$ cat config.mk
export PLATFORM = sky130hd
export DESIGN_NAME = fde_obuf
export DESIGN_NICKNAME = d
export VERILOG_FILES = /design/src/fde_pkg.sv /design/src/fde_obuf.sv
export VERILOG_INCLUDE_DIRS = /design/src /design/src/src
export SDC_FILE = /design/constraint.sdc
export NUM_CORES = 1
export LEC_CHECK = 0
export BUFFER_PORTS_ARGS = -buffer_cell sky130_fd_sc_hd__buf_2
export CAP_MARGIN = 5
export CORE_UTILIZATION = 45
export DETAILED_ROUTE_END_ITERATION = 10
export PLACE_DENSITY = 0.71
export SYNTH_ARGS = -nofsm -noshare
export SYNTH_HDL_FRONTEND = slang
export SYNTH_SLANG_ARGS = --single-unit
$ cat constraint.sdc
create_clock -name clk -period 3.3 [get_ports clk]
set_input_delay 0.66 -clock clk [delete_from_list [all_inputs] [get_ports clk]]
set_output_delay 0.66 -clock clk [all_outputs]
set_load 0.01 [all_outputs]
$ cat src/assert_macros.svh
// ----------------------------------------------------------------------------
// assert_macros
// shared concurrent assertion macros for the echo block
// ----------------------------------------------------------------------------
`ifndef ASSERT_MACROS_SVH
`define ASSERT_MACROS_SVH

// checked on every rising edge of clk outside of reset
`define FDE_ASSERT(lbl, prop, msg) \
  lbl: assert property (@(posedge clk) disable iff (rst) prop) else $error(msg);

// checked on every rising edge of clk, reset included
`define FDE_ASSERT_ALWAYS(lbl, prop, msg) \
  lbl: assert property (@(posedge clk) prop) else $error(msg);

`endif

$ cat src/fde_pkg.sv
// ----------------------------------------------------------------------------
// fde_pkg
// shared types, constants and helpers of the feedback delay echo
// ----------------------------------------------------------------------------
package fde_pkg;

  localparam int DELAY_DEPTH = 65536;
  localparam int DEPTH_AW    = $clog2(DELAY_DEPTH);
  localparam int DELAY_W     = 16;
  localparam int CMP_W       = (DEPTH_AW > DELAY_W) ? DEPTH_AW : DELAY_W;
  localparam int DELAY_MAX   = DELAY_DEPTH - 1;

  localparam int SW       = 24;
  localparam int GAIN_W   = 16;
  localparam int FB_W     = 15;
  localparam int PW       = SW + GAIN_W + 1;
  localparam int SCALED_W = PW - 15;
  localparam int SUM_W    = SCALED_W + 1;

  localparam int FB_MAX = 31129;
  localparam int UNITY  = 32768;

  localparam logic [1:0] REG_DELAY  = 2'd0;
  localparam logic [1:0] REG_FB     = 2'd1;
  localparam logic [1:0] REG_MIX    = 2'd2;
  localparam logic [1:0] REG_BYPASS = 2'd3;

  typedef struct packed {
    logic [DEPTH_AW-1:0] wa;
    logic [DEPTH_AW-1:0] ra;
    logic                fill;
  } ptr_t;

  typedef struct packed {
    logic                 valid;
    logic                 pass;
    logic                 last;
    logic signed [SW-1:0] x;
    ptr_t                 ptr;
  } stage_in_t;

  typedef struct packed {
    logic                we;
    logic [DEPTH_AW-1:0] addr;
    logic [SW-1:0]       data;
  } wr_t;

  typedef struct packed {
    logic          valid;
    logic          last;
    logic [SW-1:0] sample;
  } push_t;

  function automatic logic signed [SW-1:0] sat24(input logic signed [SUM_W-1:0] v);
    logic signed [SW-1:0] r;
    if (v > $signed(SUM_W'(8388607))) begin
      r = 24'sh7FFFFF;
    end else if (v < -$signed(SUM_W'(8388608))) begin
      r = 24'sh800000;
    end else begin
      r = v[SW-1:0];
    end
    return r;
  endfunction

endpackage

$ cat src/fde_obuf.sv
// ----------------------------------------------------------------------------
// fde_obuf
// output register with skid entry, registered ready toward the pipeline
// ----------------------------------------------------------------------------
`include "assert_macros.svh"

module fde_obuf import fde_pkg::*; (
  input  logic          clk,
  input  logic          rst,
  input  push_t         push,
  output logic          adv,
  output logic          m_tvalid,
  input  logic          m_tready,
  output logic [SW-1:0] m_tdata,
  output logic          m_tlast
);

  logic          skid_valid;
  logic [SW-1:0] skid_data;
  logic          skid_last;

  assign adv = !skid_valid;

  always_ff @(posedge clk) begin
    if (rst) begin
      m_tvalid   <= 1'b0;
      skid_valid <= 1'b0;
    end else if (m_tready || !m_tvalid) begin
      if (skid_valid) begin
        m_tvalid   <= 1'b1;
        skid_valid <= 1'b0;
      end else begin
        m_tvalid <= push.valid;
      end
    end else if (push.valid) begin
      skid_valid <= 1'b1;
    end
  end

  always_ff @(posedge clk) begin
    if (m_tready || !m_tvalid) begin
      if (skid_valid) begin
        m_tdata <= skid_data;
        m_tlast <= skid_last;
      end else begin
        m_tdata <= push.sample;
        m_tlast <= push.last;
      end
    end else if (push.valid) begin
      skid_data <= push.sample;
      skid_last <= push.last;
    end
  end

  `FDE_ASSERT_ALWAYS(a_skid_behind_out, skid_valid |-> m_tvalid, "skid holds data, output empty")

endmodule
==> metrics.txt <==
largest net degree at the start of global routing=29; PwrDens=510 nW/um^2; Post-CTS Resized=0; synth top area cells=edfxtp_1, mux2_4, mux2_2; post-synthesis cell type count=11; pre-CTS setup slack=1.38 ns; clock slew at reported path FFs=0.08 ns; Via density=4.89; slew margin rel.=0.490; final hold violation count=0; Critical Path Start=skid_valid; Initial Util=0.479; clk_lat worst skew=0.30 ns; syn nets=116; GRT Overall Usage=0.150; vias in the first global route=935; area grow syn2layout=19.7%; reg2reg start=skid_valid; clock root buffer=clkbuf_8; WS Path Type=reg -> out; Final Max Tran Viols=0; Static Leak=0.937 nW; GR Overflow Total=0; max-cap violation count=0; FF-to-FF End=m_tdata[7]; post-synth top area cell=edfxtp_1; CTS Sinks=52; Seq/Total Area, Yosys=0.781; H-tree levels=2; port buffer count=55; CTS Hold Bufs=0; Core ar.=4120 sq um; RSZ-0062 raised after global routing=false; # setup viols final=0; n_diodes=0; met1 wire length=1330 um; initial antenna violation count=0; Worst Setup End Kind=output pin; Rows=23; DRT Pass-1 Iters=4; worst vdd ir=0.000193 V; Die Width=68.2 um; Hold EP=m_tvalid; Hold WC Path Type=in -> reg; FMAX=488 MHz; share of the synthesized area in the top cell type=0.761; worst setup margin=1.25 ns; period utilisation layout=0.621; met2 wire len=1550 um; Via Count=974; largest fanout on the critical path=16; DPL Wire Length=2190 um; post-route ant nets=0; setup slack, reg-to-reg=1.52 ns; net total in the final layout=178; Die Ht=68.2 um; Final Skew=0.00403 ns; reg2reg path depth=2; WHS Path Cells=2; layout cells sized above 1=0.604; hold path startpoint=rst; startpoint types=flip-flop; CTS tree=built; first-pass GRT wire length=4690 um; CTS Buf Count=5; routed wire length=3130 um; clk buf depth=2; # DRC=0; Tightest Pin Transition=0.764 ns; post-route minimum period=2.05 ns; I/O Pins=56; Yosys reg bits=52; highest metal used=met4; drt wl/cell=15.7 um; Avg Inst Size Synth=22.7 sq um; Cells after Synth=87; Placer Congestion=0.657; Post-CTS Repair Setup Buffers=0; Worst EP required=2.64 ns; DRT iter0 DRCs=103; status=finished clean; WL met3=153 um; DIE AREA=4650 sq um; crit path DAT=1.39 ns; total power=0.00121 W; count of warnings emitted by yosys=0; setup TNS=0 ns; mapped cell area=1970 sq um
==> power by group <==
group	total [W]	leakage [nW]	switching (W)	internal, W
Sequential	0.000769	0.503	0.00000960	0.000759
Combinational	0.000101	0.393	0.0000479	0.0000527
Clock	0.000335	0.0410	0.000191	0.000144
==> critical path: stages (launching register included) <==
cell     delay, ns
dfxtp_1       0.82
inv_1         0.10
buf_2         0.17
==> final cells by class <==
class,instances,area (sq um)
fillers,326,1750
repair buffers,58,298
clock buffers,6,72.6
multi-input cells,30,375
flip-flops and latches,52,1540
well taps,50,62.6
inverters,2,7.51
clock inverters,1,5.00
==> Yosys cell counts <==
| cell type | number |
|---|---|
| mux2_2 | 7 |
| buf_6 | 1 |
| nor2_1 | 2 |
| inv_1 | 2 |
| mux2_4 | 18 |
| nand2b_1 | 1 |
| a21oi_1 | 1 |
| dfxtp_1 | 2 |
| edfxtp_1 | 50 |
| buf_12 | 2 |
| nor3_1 | 1 |
==> placed cells by master, fill, tap and decap left out <==
cell type,n
inv_1,2
nand2b_1,1
clkbuf_1,1
mux2_2,7
dfxtp_1,2
nor3_1,1
nor2_1,1
edfxtp_1,50
clkbuf_8,5
mux2_4,18
a21oi_1,1
buf_4,3
clkinv_2,1
nor2_2,1
buf_2,55
==> cell families after synthesis <==
group                  synth area share
AOI/OAI and AO/OA               0.00253
and+or+nand+nor                 0.00951
buffers and inverters            0.0298
muxes                             0.177
DFF                               0.781
==> layer usage <==
metal,vias to the layer above,track usage
li1,458,-
met3,6,0.0450
met4,0,0.102
met5,-,0
met2,32,0.228
met1,478,0.183
==> worst max-delay path by stage <==
stage,endpoint,cells after the start
5_1_grt,adv,2
3_5_place_dp,skid_data[22],5
4_1_cts,adv,2
6_report,adv,2
2_1_floorplan,skid_data[0],2
3_3_place_gp,skid_data[22],5
==> registers in the layout, indices dropped and copies added (netlist names) <==
name,flops
skid_valid,1
skid_data,24
m_tvalid,1
m_tlast,1
m_tdata,24
skid_last,1
==> through the flow <==
stage / hold slack [ns] / utilization / area [sq um] / instances
after floorplan: 0.523 / - / 1970 / 87
after global routing: 0.518 / 0.574 / 2360 / 199
after global placement: 0.528 / 0.555 / 2280 / 192
final: 0.518 / 0.574 / 2360 / 199
after detailed placement: 0.536 / 0.555 / 2280 / 192
after CTS: 0.504 / 0.574 / 2360 / 199
(Power assumes the default switching activity.)
