[config.mk]
export PLATFORM = sky130hd
export DESIGN_NAME = fde_ptr
export DESIGN_NICKNAME = d
export VERILOG_FILES = /design/src/fde_pkg.sv /design/src/fde_ptr.sv
export VERILOG_INCLUDE_DIRS = /design/src /design/src/src
export SDC_FILE = /design/constraint.sdc
export NUM_CORES = 1
export LEC_CHECK = 0
export ABC_CLOCK_PERIOD_IN_PS = 4800
export BUFFER_PORTS_ARGS = -buffer_cell sky130_fd_sc_hd__buf_2
export CAP_MARGIN = 20
export CORE_MARGIN = 2
export CORE_UTILIZATION = 45
export CTS_CLUSTER_SIZE = 16
export DETAILED_ROUTE_END_ITERATION = 8
export GPL_TIMING_DRIVEN = 0
export PLACE_DENSITY_LB_ADDON = 0.15
export SLEW_MARGIN = 20
export SYNTH_ARGS = -nofsm -noshare
export SYNTH_HDL_FRONTEND = slang
export SYNTH_SLANG_ARGS = --single-unit
[constraint.sdc]
create_clock -name clk -period 4.8 [get_ports clk]
set_input_delay 0.72 -clock clk [delete_from_list [all_inputs] [get_ports clk]]
set_output_delay 0.72 -clock clk [all_outputs]
set_load 0.01 [all_outputs]
[src/assert_macros.svh]
// ----------------------------------------------------------------------------
// assert_macros
// shared concurrent assertion macros for the echo block
// ----------------------------------------------------------------------------
`ifndef ASSERT_MACROS_SVH
`define ASSERT_MACROS_SVH

// checked on every rising edge of clk outside of reset
`define FDE_ASSERT(lbl, prop, msg) \
  lbl: assert property (@(posedge clk) disable iff (rst) prop) else $error(msg);

// checked on every rising edge of clk, reset included
`define FDE_ASSERT_ALWAYS(lbl, prop, msg) \
  lbl: assert property (@(posedge clk) prop) else $error(msg);

`endif

[src/fde_pkg.sv]
// ----------------------------------------------------------------------------
// fde_pkg
// shared types, constants and helpers of the feedback delay echo
// ----------------------------------------------------------------------------
package fde_pkg;

  localparam int DELAY_DEPTH = 65536;
  localparam int DEPTH_AW    = $clog2(DELAY_DEPTH);
  localparam int DELAY_W     = 16;
  localparam int CMP_W       = (DEPTH_AW > DELAY_W) ? DEPTH_AW : DELAY_W;
  localparam int DELAY_MAX   = DELAY_DEPTH - 1;

  localparam int SW       = 24;
  localparam int GAIN_W   = 16;
  localparam int FB_W     = 15;
  localparam int PW       = SW + GAIN_W + 1;
  localparam int SCALED_W = PW - 15;
  localparam int SUM_W    = SCALED_W + 1;

  localparam int FB_MAX = 31129;
  localparam int UNITY  = 32768;

  localparam logic [1:0] REG_DELAY  = 2'd0;
  localparam logic [1:0] REG_FB     = 2'd1;
  localparam logic [1:0] REG_MIX    = 2'd2;
  localparam logic [1:0] REG_BYPASS = 2'd3;

  typedef struct packed {
    logic [DEPTH_AW-1:0] wa;
    logic [DEPTH_AW-1:0] ra;
    logic                fill;
  } ptr_t;

  typedef struct packed {
    logic                 valid;
    logic                 pass;
    logic                 last;
    logic signed [SW-1:0] x;
    ptr_t                 ptr;
  } stage_in_t;

  typedef struct packed {
    logic                we;
    logic [DEPTH_AW-1:0] addr;
    logic [SW-1:0]       data;
  } wr_t;

  typedef struct packed {
    logic          valid;
    logic          last;
    logic [SW-1:0] sample;
  } push_t;

  function automatic logic signed [SW-1:0] sat24(input logic signed [SUM_W-1:0] v);
    logic signed [SW-1:0] r;
    if (v > $signed(SUM_W'(8388607))) begin
      r = 24'sh7FFFFF;
    end else if (v < -$signed(SUM_W'(8388608))) begin
      r = 24'sh800000;
    end else begin
      r = v[SW-1:0];
    end
    return r;
  endfunction

endpackage

[src/fde_ptr.sv]
// ----------------------------------------------------------------------------
// fde_ptr
// write pointer, tap address and fill tracking of the delay line
// ----------------------------------------------------------------------------
`include "assert_macros.svh"

module fde_ptr import fde_pkg::*; (
  input  logic               clk,
  input  logic               rst,
  input  logic               step,
  input  logic [DELAY_W-1:0] delay_samples,
  output ptr_t               req
);

  logic [DEPTH_AW-1:0] wp;
  logic                wrapped;
  logic [DEPTH_AW-1:0] dc;
  logic [DEPTH_AW:0]   diff;
  logic [DEPTH_AW-1:0] ra;

  always_comb begin
    if (CMP_W'(delay_samples) > CMP_W'(DELAY_MAX)) begin
      dc = DEPTH_AW'(DELAY_MAX);
    end else begin
      dc = DEPTH_AW'(delay_samples);
    end
    diff = {1'b0, wp} - {1'b0, dc};
    if (diff[DEPTH_AW]) begin
      ra = DEPTH_AW'(diff + (DEPTH_AW + 1)'(DELAY_DEPTH));
    end else begin
      ra = diff[DEPTH_AW-1:0];
    end
    req.wa   = wp;
    req.ra   = ra;
    req.fill = wrapped || (ra < wp);
  end

  always_ff @(posedge clk) begin
    if (rst) begin
      wp      <= '0;
      wrapped <= 1'b0;
    end else if (step) begin
      if (wp == DEPTH_AW'(DELAY_MAX)) begin
        wp      <= '0;
        wrapped <= 1'b1;
      end else begin
        wp <= wp + 1'b1;
      end
    end
  end

  `FDE_ASSERT(a_tap_not_head, step |-> req.ra != req.wa, "tap address equals write pointer")
  `FDE_ASSERT(a_ptr_moves, step |=> wp != $past(wp), "write pointer did not move")

endmodule

==> flow_summary.ini <==
[outcome]
status = completed

[sta]
setup_ws_ns = 0.2629
clock_skew_ns = 0.008519
hold_violations = 0
relSlewSlack_pct = 56.54
post-route-min-period_ns = 4.537
maxClockFrequency_ghz = 0.2204
maxSlewViolCount = 0
final.period_utilization_pct = 94.52
setup_viol = 0
fin_setup_tns_ns = 0
tightest_slew_ns = 0.6459
rsz0062_at_grt = no

[final_layout]
final_common_cell = buf_2
synthToLayoutAreaGrowth_pct = 18.41
layout-drive-gt1-share_pct = 20.26
multi_input_area_mm2 = 0.001496
fillers = 439
final_cells = 363
final_nets = 364
regArea_um2 = 340.3
stdcell_area_mm2 = 0.002350
diodes = 0
final_cell_mix = buf_2 (52), inv_1 (35), ha_1 (32)

[worst_hold_path]
min_path_type = reg -> reg

[clocking]
cts_buffers = 3
clockBufferDepth = 2
clkSlewWorstSetupHoldPaths_ns = 0.06
cts_resized = 0
clk_latency_ns = 0.26
holdBufCountCts = 0
cts.sinks = 17
cts_tree = built
cts-root-buf = clkbuf_8
htreeDepth = 1
cts_setup_buffers = 0

[logic_synthesis]
yosys_warnings = 0
ys_top_cells_by_area = ha_1 (20%), dfxtp_1 (17%), xnor2_1 (10%)
synth_top_family_by_area = simple AND/OR/NAND/NOR gates
syn-instance-count = 256
yosysUniqueCellTypes = 44
synth-adder-area-share_pct = 21.19
yosys.area.top_type = ha_1
avgSynthCellArea_um2 = 7.752
synth_edf_count = 0
syn_area_mm2 = 0.001984
synth_compound_area_share_pct = 20.55
ys_ff_latch = 17
synthSimpleGateAreaFrac_pct = 22.64
synth_flop_cell = dfxtp_1
synth_nets = 308
synth-xor-area-share_pct = 11.03
netlist.area_leader.share_pct = 20.18
synthMuxAreaShare_pct = 0
synth_seq_area_share_pct = 17.15
async_reset_ff_share_pct = 0

[placement]
place_ws_ns = 0.2972
io_buffers = 51
place_area_mm2 = 0.002305
dp_hpwl_mm = 3.889
dp_cells = 359
gp_congestion = 0.8746

[floorplan]
dieArea_mm2 = 0.004957
std_cell_rows = 24
dieWidth_um = 70.41
ios = 52
initial_core_util_pct = 46.21
die_h_um = 70.41
core_mm2 = 0.004294

[grt]
track_usage_pct = 20.01
grt_pass1_wl_mm = 8.217
grt_max_degree = 11
grt_overflow_total = 0
antenna_found_initial = 0
grt_pass1_vias = 1822

[power]
leakagePower_nw = 1.129
peakVddDrop_uv = 115.1
powerDensity_mw_per_mm2 = 151.9

[route]
ant_nets = 0
avgViaCountPerCell = 5.342
vias = 1939
drt-total-wl_mm = 4.639
dr.pass1.iters = 4
avgRoutedWirePerCell_um = 12.78
drc_errors = 0
drtIter0Drc = 92

[critical_path]
required_ns = 4.08
worstReg2RegEnd = wp[15]$_SDFFE_PP0P_
r2r_cells = 5
setup.worst_path.start = delay_samples[4]
end_kind = output pin
cp-endpoint = req[0]
worst_setup_path_start_kind = primary input
crit_arrival_ns = 3.82
critical_path_class = in -> out
cp_max_fo = 4
reg2reg_slack_ns = 2.93
reg2reg_from = wp[8]$_SDFFE_PP0P_

[job]
cap_viol_max_count = 0
==> flip-flops by register name (all words and copies together) (netlist names) <==
name and cells:
wp 16, wrapped 1
==> how the worst min path moves through the flow <==
stage,to,start,cells after the start
after CTS,wrapped$_SDFFE_PP0P_,wrapped$_SDFFE_PP0P_,2
after floorplan,wrapped$_SDFFE_PP0P_,wrapped$_SDFFE_PP0P_,2
after global placement,wrapped$_SDFFE_PP0P_,wrapped$_SDFFE_PP0P_,2
final,wrapped$_SDFFE_PP0P_,wrapped$_SDFFE_PP0P_,2
after detailed placement,wrapped$_SDFFE_PP0P_,wrapped$_SDFFE_PP0P_,2
after global routing,wrapped$_SDFFE_PP0P_,wrapped$_SDFFE_PP0P_,2
==> per-stage QoR <==
step	hold WS [ns]	total power [mW]	util [%]
after floorplan	0.4598	0.2186	-
after global placement	0.4984	0.2522	53.67
after detailed placement	0.5248	0.2534	53.67
after CTS	0.5392	0.3610	54.72
after global routing	0.5607	0.3846	54.72
final	0.5419	0.3570	54.72
==> report_power, final <==
| group | internal (mW) | switching [mW] | total [mW] |
|---|---|---|---|
| registers | 0.142 | 0.00205 | 0.144 |
| clock network | 0.0590 | 0.0485 | 0.107 |
| logic | 0.0482 | 0.0570 | 0.105 |
| total | 0.250 | 0.107 | 0.357 |
==> final cells by class <==
| class | count | area share (%) |
|---|---|---|
| Inverter | 35 | 5.591 |
| Clock buffer | 4 | 1.917 |
| Timing Repair Buffer | 51 | 10.86 |
| Buffer | 2 | 0.6922 |
| Sequential cell | 17 | 14.48 |
| Tap cell | 52 | 2.769 |
| Multi-Input combinational cell | 202 | 63.69 |
==> cell usage after synthesis (6+ instances only) <==
library cell	instances
inv_1	35
ha_1	32
nor3_1	6
a21o_1	9
nor2_1	30
a21oi_1	17
nand3_1	6
o21ai_0	7
nand2_1	14
xnor2_1	23
dfxtp_1	17
nand4_1	9
==> critical path, stage by stage <==
cell and delay, ns:
buf_2 0.07, inv_1 0.03, ha_1 0.36, and2_4 0.19
a221oi_4 0.30, a21oi_1 0.16, o41ai_2 0.36, xnor2_1 0.18
ha_1 0.27, a21o_1 0.17, a21o_1 0.17, a221oi_1 0.37
o31ai_1 0.15, a21oi_1 0.17, buf_2 0.16
==> metal layers <==
metal / vias up / global-route usage, % / part of all wire, %
met1: 895 / 27.66 / 49
met5: - / 0 / 0
met2: 31 / 33.02 / 47
li1: 1008 / - / -
met3: 5 / 2.453 / 3.3
met4: 0 / 4.701 / 0.91
==> cell families (layout without fill, tap and decap cells) <==
kind of cell,after synthesis,after routing
compound gates,55,55
buf+inv,37,92
simple gates,89,89
flops,17,17
fa+ha+maj,33,33
xor+xnor,25,25
No activity file was read; power rests on OpenSTA's default activity.
