`src/assert_macros.svh`:
```
// ----------------------------------------------------------------------------
// assert_macros
// shared concurrent assertion macros for the echo block
// ----------------------------------------------------------------------------
`ifndef ASSERT_MACROS_SVH
`define ASSERT_MACROS_SVH

// checked on every rising edge of clk outside of reset
`define FDE_ASSERT(lbl, prop, msg) \
  lbl: assert property (@(posedge clk) disable iff (rst) prop) else $error(msg);

// checked on every rising edge of clk, reset included
`define FDE_ASSERT_ALWAYS(lbl, prop, msg) \
  lbl: assert property (@(posedge clk) prop) else $error(msg);

`endif

```
`src/fde_pkg.sv`:
```
// ----------------------------------------------------------------------------
// fde_pkg
// shared types, constants and helpers of the feedback delay echo
// ----------------------------------------------------------------------------
package fde_pkg;

  localparam int DELAY_DEPTH = 65536;
  localparam int DEPTH_AW    = $clog2(DELAY_DEPTH);
  localparam int DELAY_W     = 16;
  localparam int CMP_W       = (DEPTH_AW > DELAY_W) ? DEPTH_AW : DELAY_W;
  localparam int DELAY_MAX   = DELAY_DEPTH - 1;

  localparam int SW       = 24;
  localparam int GAIN_W   = 16;
  localparam int FB_W     = 15;
  localparam int PW       = SW + GAIN_W + 1;
  localparam int SCALED_W = PW - 15;
  localparam int SUM_W    = SCALED_W + 1;

  localparam int FB_MAX = 31129;
  localparam int UNITY  = 32768;

  localparam logic [1:0] REG_DELAY  = 2'd0;
  localparam logic [1:0] REG_FB     = 2'd1;
  localparam logic [1:0] REG_MIX    = 2'd2;
  localparam logic [1:0] REG_BYPASS = 2'd3;

  typedef struct packed {
    logic [DEPTH_AW-1:0] wa;
    logic [DEPTH_AW-1:0] ra;
    logic                fill;
  } ptr_t;

  typedef struct packed {
    logic                 valid;
    logic                 pass;
    logic                 last;
    logic signed [SW-1:0] x;
    ptr_t                 ptr;
  } stage_in_t;

  typedef struct packed {
    logic                we;
    logic [DEPTH_AW-1:0] addr;
    logic [SW-1:0]       data;
  } wr_t;

  typedef struct packed {
    logic          valid;
    logic          last;
    logic [SW-1:0] sample;
  } push_t;

  function automatic logic signed [SW-1:0] sat24(input logic signed [SUM_W-1:0] v);
    logic signed [SW-1:0] r;
    if (v > $signed(SUM_W'(8388607))) begin
      r = 24'sh7FFFFF;
    end else if (v < -$signed(SUM_W'(8388608))) begin
      r = 24'sh800000;
    end else begin
      r = v[SW-1:0];
    end
    return r;
  endfunction

endpackage

```
`src/fde_mac.sv`:
```
// ----------------------------------------------------------------------------
// fde_mac
// tap select with forwarding, gain multiplies, mix and feedback sums
// ----------------------------------------------------------------------------
`include "assert_macros.svh"

module fde_mac import fde_pkg::*; (
  input  logic              clk,
  input  logic              rst,
  input  logic              adv,
  input  stage_in_t         din,
  input  logic [SW-1:0]     rdata,
  input  logic [FB_W-1:0]   feedback_gain,
  input  logic [GAIN_W-1:0] mix_gain,
  output wr_t               wr,
  output push_t             push
);

  // stage a: read data arrives
  logic                 a_valid;
  logic                 a_pass;
  logic                 a_last;
  logic signed [SW-1:0] a_x;
  ptr_t                 a_ptr;

  // stage b: registered products
  logic                 b_valid;
  logic                 b_pass;
  logic                 b_last;
  logic signed [SW-1:0] b_x;
  logic [DEPTH_AW-1:0]  b_wa;
  logic signed [PW-1:0] b_pdry;
  logic signed [PW-1:0] b_pwet;
  logic signed [PW-1:0] b_pfb;

  // last completed write
  logic                lw_valid;
  logic [DEPTH_AW-1:0] lw_addr;
  logic [SW-1:0]       lw_data;

  logic [GAIN_W-1:0]       wet;
  logic [GAIN_W-1:0]       dry;
  logic [FB_W-1:0]         fb;
  logic signed [SW-1:0]    delayed;
  logic signed [PW-1:0]    p_dry;
  logic signed [PW-1:0]    p_wet;
  logic signed [PW-1:0]    p_fb;
  logic signed [SCALED_W-1:0] s_dry;
  logic signed [SCALED_W-1:0] s_wet;
  logic signed [SCALED_W-1:0] s_fb;
  logic signed [SUM_W-1:0] mix_sum;
  logic signed [SUM_W-1:0] store_sum;
  logic signed [SW-1:0]    b_store;
  logic signed [SW-1:0]    b_out;

  always_comb begin
    wet = (mix_gain > GAIN_W'(UNITY)) ? GAIN_W'(UNITY) : mix_gain;
    dry = GAIN_W'(UNITY) - wet;
    fb  = (feedback_gain > FB_W'(FB_MAX)) ? FB_W'(FB_MAX) : feedback_gain;
  end

  // stage b sums, also forwarded to stage a
  always_comb begin
    s_dry     = b_pdry[PW-1:15];
    s_wet     = b_pwet[PW-1:15];
    s_fb      = b_pfb[PW-1:15];
    mix_sum   = {s_dry[SCALED_W-1], s_dry} + {s_wet[SCALED_W-1], s_wet};
    store_sum = {{(SUM_W-SW){b_x[SW-1]}}, b_x} + {s_fb[SCALED_W-1], s_fb};
    b_store   = sat24(store_sum);
    b_out     = b_pass ? b_x : sat24(mix_sum);
  end

  always_comb begin
    if (b_valid && !b_pass && (b_wa == a_ptr.ra)) begin
      delayed = b_store;
    end else if (lw_valid && (lw_addr == a_ptr.ra)) begin
      delayed = lw_data;
    end else if (a_ptr.fill) begin
      delayed = rdata;
    end else begin
      delayed = '0;
    end
    p_dry = $signed({1'b0, dry}) * a_x;
    p_wet = $signed({1'b0, wet}) * delayed;
    p_fb  = $signed({2'b00, fb}) * delayed;
  end

  always_comb begin
    wr.we       = adv && b_valid && !b_pass;
    wr.addr     = b_wa;
    wr.data     = b_store;
    push.valid  = adv && b_valid;
    push.last   = b_last;
    push.sample = b_out;
  end

  always_ff @(posedge clk) begin
    if (rst) begin
      a_valid  <= 1'b0;
      b_valid  <= 1'b0;
      lw_valid <= 1'b0;
    end else begin
      if (adv) begin
        a_valid <= din.valid;
        b_valid <= a_valid;
      end
      if (wr.we) begin
        lw_valid <= 1'b1;
      end
    end
  end

  always_ff @(posedge clk) begin
    if (adv) begin
      a_pass <= din.pass;
      a_last <= din.last;
      a_x    <= din.x;
      a_ptr  <= din.ptr;
      b_pass <= a_pass;
      b_last <= a_last;
      b_x    <= a_x;
      b_wa   <= a_ptr.wa;
      b_pdry <= p_dry;
      b_pwet <= p_wet;
      b_pfb  <= p_fb;
    end
    if (wr.we) begin
      lw_addr <= wr.addr;
      lw_data <= wr.data;
    end
  end

  `FDE_ASSERT(a_wet_moves_on, a_valid && !a_pass && adv |=> b_valid && !b_pass, "wet item lost")
  `FDE_ASSERT(a_stall_holds, !adv |=> $stable(b_valid) && $stable(b_wa), "stage b moved in stall")

endmodule

```
`config.mk`:
```
export PLATFORM = sky130hd
export DESIGN_NAME = fde_mac
export DESIGN_NICKNAME = d
export VERILOG_FILES = /design/src/fde_pkg.sv /design/src/fde_mac.sv
export VERILOG_INCLUDE_DIRS = /design/src /design/src/src
export SDC_FILE = /design/constraint.sdc
export NUM_CORES = 2
export LEC_CHECK = 0
export ABC_AREA = 1
export BUFFER_PORTS_ARGS = -buffer_cell sky130_fd_sc_hd__buf_2
export CAP_MARGIN = 0
export CORE_AREA = 3 3 355 427
export DETAILED_ROUTE_END_ITERATION = 8
export DIE_AREA = 0 0 358 430
export PLACE_DENSITY = 0.51
export SYNTH_ARGS = -nofsm -noshare
export SYNTH_HDL_FRONTEND = slang
export SYNTH_SLANG_ARGS = --single-unit
```
`constraint.sdc`:
```
create_clock -name clk -period 15.4 [get_ports clk]
set_input_delay 3.08 -clock clk [delete_from_list [all_inputs] [get_ports clk]]
set_output_delay 3.08 -clock clk [all_outputs]
set_load 0.005 [all_outputs]
```
==> summary.txt <==
Critical path
  – Worst Setup SP: mix_gain[0]
  – Worst path required time: 15.74 ns
  – CP endpoint: b_pdry[37]$_DFFE_PP_
  – Worst R2R Path Depth: 46
  – Worst EP arrival: 12.18 ns
  – Flop2flop setup slack: 5.00 ns
  – Worst r2r src: b_x[0]$_DFFE_PP_
  – Crit Reg-Reg Endpoint: b_pwet[40]$_DFFE_PP_
  – Crit-path most repeated cell: inv_1
  – CP max stage cell: inv_1
  – Crit Path Class: in -> reg
  – Largest stage delay, worst path: 0.69 ns
  – Type of origin of the critical path: input port
  – Critical path endpoint category: flop
  – Worst-path maximum fanout: 23

Timing
  – Fin. Hold Viols: 0
  – Unrepaired setup endpoints after global routing: false
  – Achievable Freq: 84.5 MHz
  – Minimum clock period: 11.84 ns
  – Final setup viols: 0
  – Period utilization: 0.769
  – Max-slew violations: 0
  – Skew final: 0.0267 ns
  – Least-Margin Pin Slew: 1.13 ns
  – Relative slew margins: 0.247
  – Setup total negative slack: 0 ns

Yosys
  – Top-area cell type share of the netlist area: 0.428
  – Post-synthesis sequential area ratio: 0.128
  – Mapped Nets: 7582
  – Yosys warning total: 0
  – Area leader, netlist: fa_1
  – Cell variety after synth: 59
  – Synth cell count leaders: inv_1 (1524), nand2_1 (1137), fa_1 (1101), nor2_1 (672), ha_1 (345)
  – Syn_area_per_cell: 8.56 um2
  – Post-synth EDFFs: 218
  – FF+latch count, synth: 221
  – Synth async-reset ratio: 0
  – Synth top area cells: fa_1 (43%), edfxtp_1 (13%), inv_1 (11%)
  – Mapped Cells: 6018
  – Prevailing post-synth register cell: edfxtp_1
  – Most common cell in the netlist: inv_1
  – Area of the mapped netlist: 0.0515 mm2

Die
  – Die Y: 430 um
  – Ports: 185
  – Core Area: 0.147 mm2
  – DIE AREA: 0.154 mm2
  – DIE WIDTH: 358 um
  – Initial Utilization: 0.350
  – Row count: 154

Clock network
  – CTS tree: done
  – Clock Latency Late Sink: 0.59 ns
  – CTS Root Cell: clkbuf_16
  – Clock buffer count from CTS: 25
  – PostCTS Resize Cnt: 0
  – Reg clk slew, reported paths: 0.06 ns
  – CTS sink cnt: 221
  – Max H-tree Level: 1
  – Post-CTS Setup Repair Bufs: 0
  – Worst-case clock buffer depth: 3
  – Cts hold-fix bufs: 0

Final layout
  – NumNets Final: 7684
  – Area delta synth->final: 7.58%
  – FILL cells: 15407
  – Share of cells above drive strength 1: 0.0639

Global route
  – First-pass GRT wire length: 263000 um
  – Vias in the first global route: 43217
  – GRT Total Usage: 0.225
  – GR Util met2: 0.404
  – Grt peak-use layer: met2
  – Initial antenna violation count: 5
  – GR Layer Usage met1: 0.289
  – Largest net degree at the start of global routing: 65
  – Total grt overflow: 0
  – Met3 usage: 0.0209

Status
  – Status: finished, final reports clean

Routing
  – Pre-antenna DRT Iters: 6
  – DR iter-0 viols: 2289
  – Antenna viol nets, final: 0
  – Final Routed Wirelength: 170000 um
  – Remaining DRCs: 0
  – Via Count: 39631
  – Vias per cell: 4.90
  – WL/cell: 21.0 um

Run
  – Maxcap violations: 0

Placement
  – Routability cong.: 0.909
  – Port Buffer Count: 184
  – HPWL Detailed: 139000 um

Hold path
  – Hold Crit Class: reg -> reg
cell usage in the layout, fill, tap and decap left out, types with 63 or more instances in the layout:
cell / netlist / final
a21oi_1: 203 / 203
buf_2: 57 / 183
buf_4: 14 / 76
edfxtp_1: 218 / 218
fa_1: 1101 / 1101
ha_1: 345 / 345
inv_1: 1524 / 1524
nand2_1: 1137 / 1137
nand3_1: 104 / 104
nor2_1: 672 / 668
o21ai_0: 97 / 97
xnor2_1: 63 / 63
xor2_1: 89 / 89
stage by stage:
step                      cell area, um2   util  hold slack, ns  cells  worst slack [ns]
after floorplan                    51500      -           0.400   6018              5.03
after global placement             54600  0.371           0.401   8043              3.22
after detailed placement           54600  0.371           0.405   8043              2.99
after CTS                          55400  0.376           0.408   8088              3.62
after global routing               55400  0.376           0.414   8088              2.91
final                              55400  0.376           0.413   8089              3.56
metal layers:
layer  part of all wire  vias to the layer above
met4              0.034                        4
met1               0.41                    20377
met2               0.51                     1122
met5            0.00014                        -
met3              0.049                      258
li1                   -                    17870
sequential cells by signal (all words and copies together) (netlist names), 16 cells and up:
| signal | cells |
|---|---|
| b_pdry | 26 |
| lw_addr | 16 |
| b_x | 24 |
| a_x | 24 |
| a_ptr | 33 |
| b_wa | 16 |
| lw_data | 24 |
| b_pwet | 26 |
| b_pfb | 25 |
how the worst min path moves through the flow:
stage | slack (ns) | cells after the start | endpoint | start
2_1_floorplan | 0.40 | 0 | b_last$_DFFE_PP_ | a_last$_DFFE_PP_
3_3_place_gp | 0.40 | 0 | b_wa[7]$_DFFE_PP_ | a_ptr[24]$_DFFE_PP_
3_5_place_dp | 0.40 | 0 | b_wa[9]$_DFFE_PP_ | a_ptr[26]$_DFFE_PP_
4_1_cts | 0.41 | 0 | b_wa[11]$_DFFE_PP_ | a_ptr[28]$_DFFE_PP_
5_1_grt | 0.41 | 0 | b_wa[11]$_DFFE_PP_ | a_ptr[28]$_DFFE_PP_
6_report | 0.41 | 0 | b_wa[11]$_DFFE_PP_ | a_ptr[28]$_DFFE_PP_
kinds of logic (layout without fill, tap and decap cells):
logic type / Yosys count / after routing / synth area share
compound gates: 393 / 393 / 0.0424
flops: 221 / 221 / 0.128
simple gates: 2065 / 2065 / 0.162
xor+xnor: 153 / 153 / 0.0262
buf+inv: 1740 / 1860 / 0.130
other cells: 0 / 1 / 0
fa+ha+maj: 1446 / 1446 / 0.512
area by class of cell:
class / count / area (um2) / area share
multi-input combinational: 4057 / 38200 / 0.690
sequential: 221 / 6610 / 0.119
inverter: 1555 / 5840 / 0.105
tap: 1950 / 2440 / 0.0440
timing repair buffer: 260 / 1500 / 0.0271
clock buffer: 36 / 687 / 0.0124
clock inverter: 9 / 105 / 0.00190
antenna: 1 / 2.50 / 0.0000452
critical path, delay by kind of cell:
| family | cells | cell delay (ns) |
|---|---|---|
| and+or+nand+nor | 11 | 1.79 |
| adders and majority gates | 8 | 3.51 |
| xor gates and xnor gates | 1 | 0.14 |
| AOI/OAI and AO/OA | 8 | 1.81 |
| buffers and inverters | 10 | 1.81 |
Power is left out: the tool's default activity adds up to more than one toggle a clock period on the data nets, which glitch-free logic cannot reach.
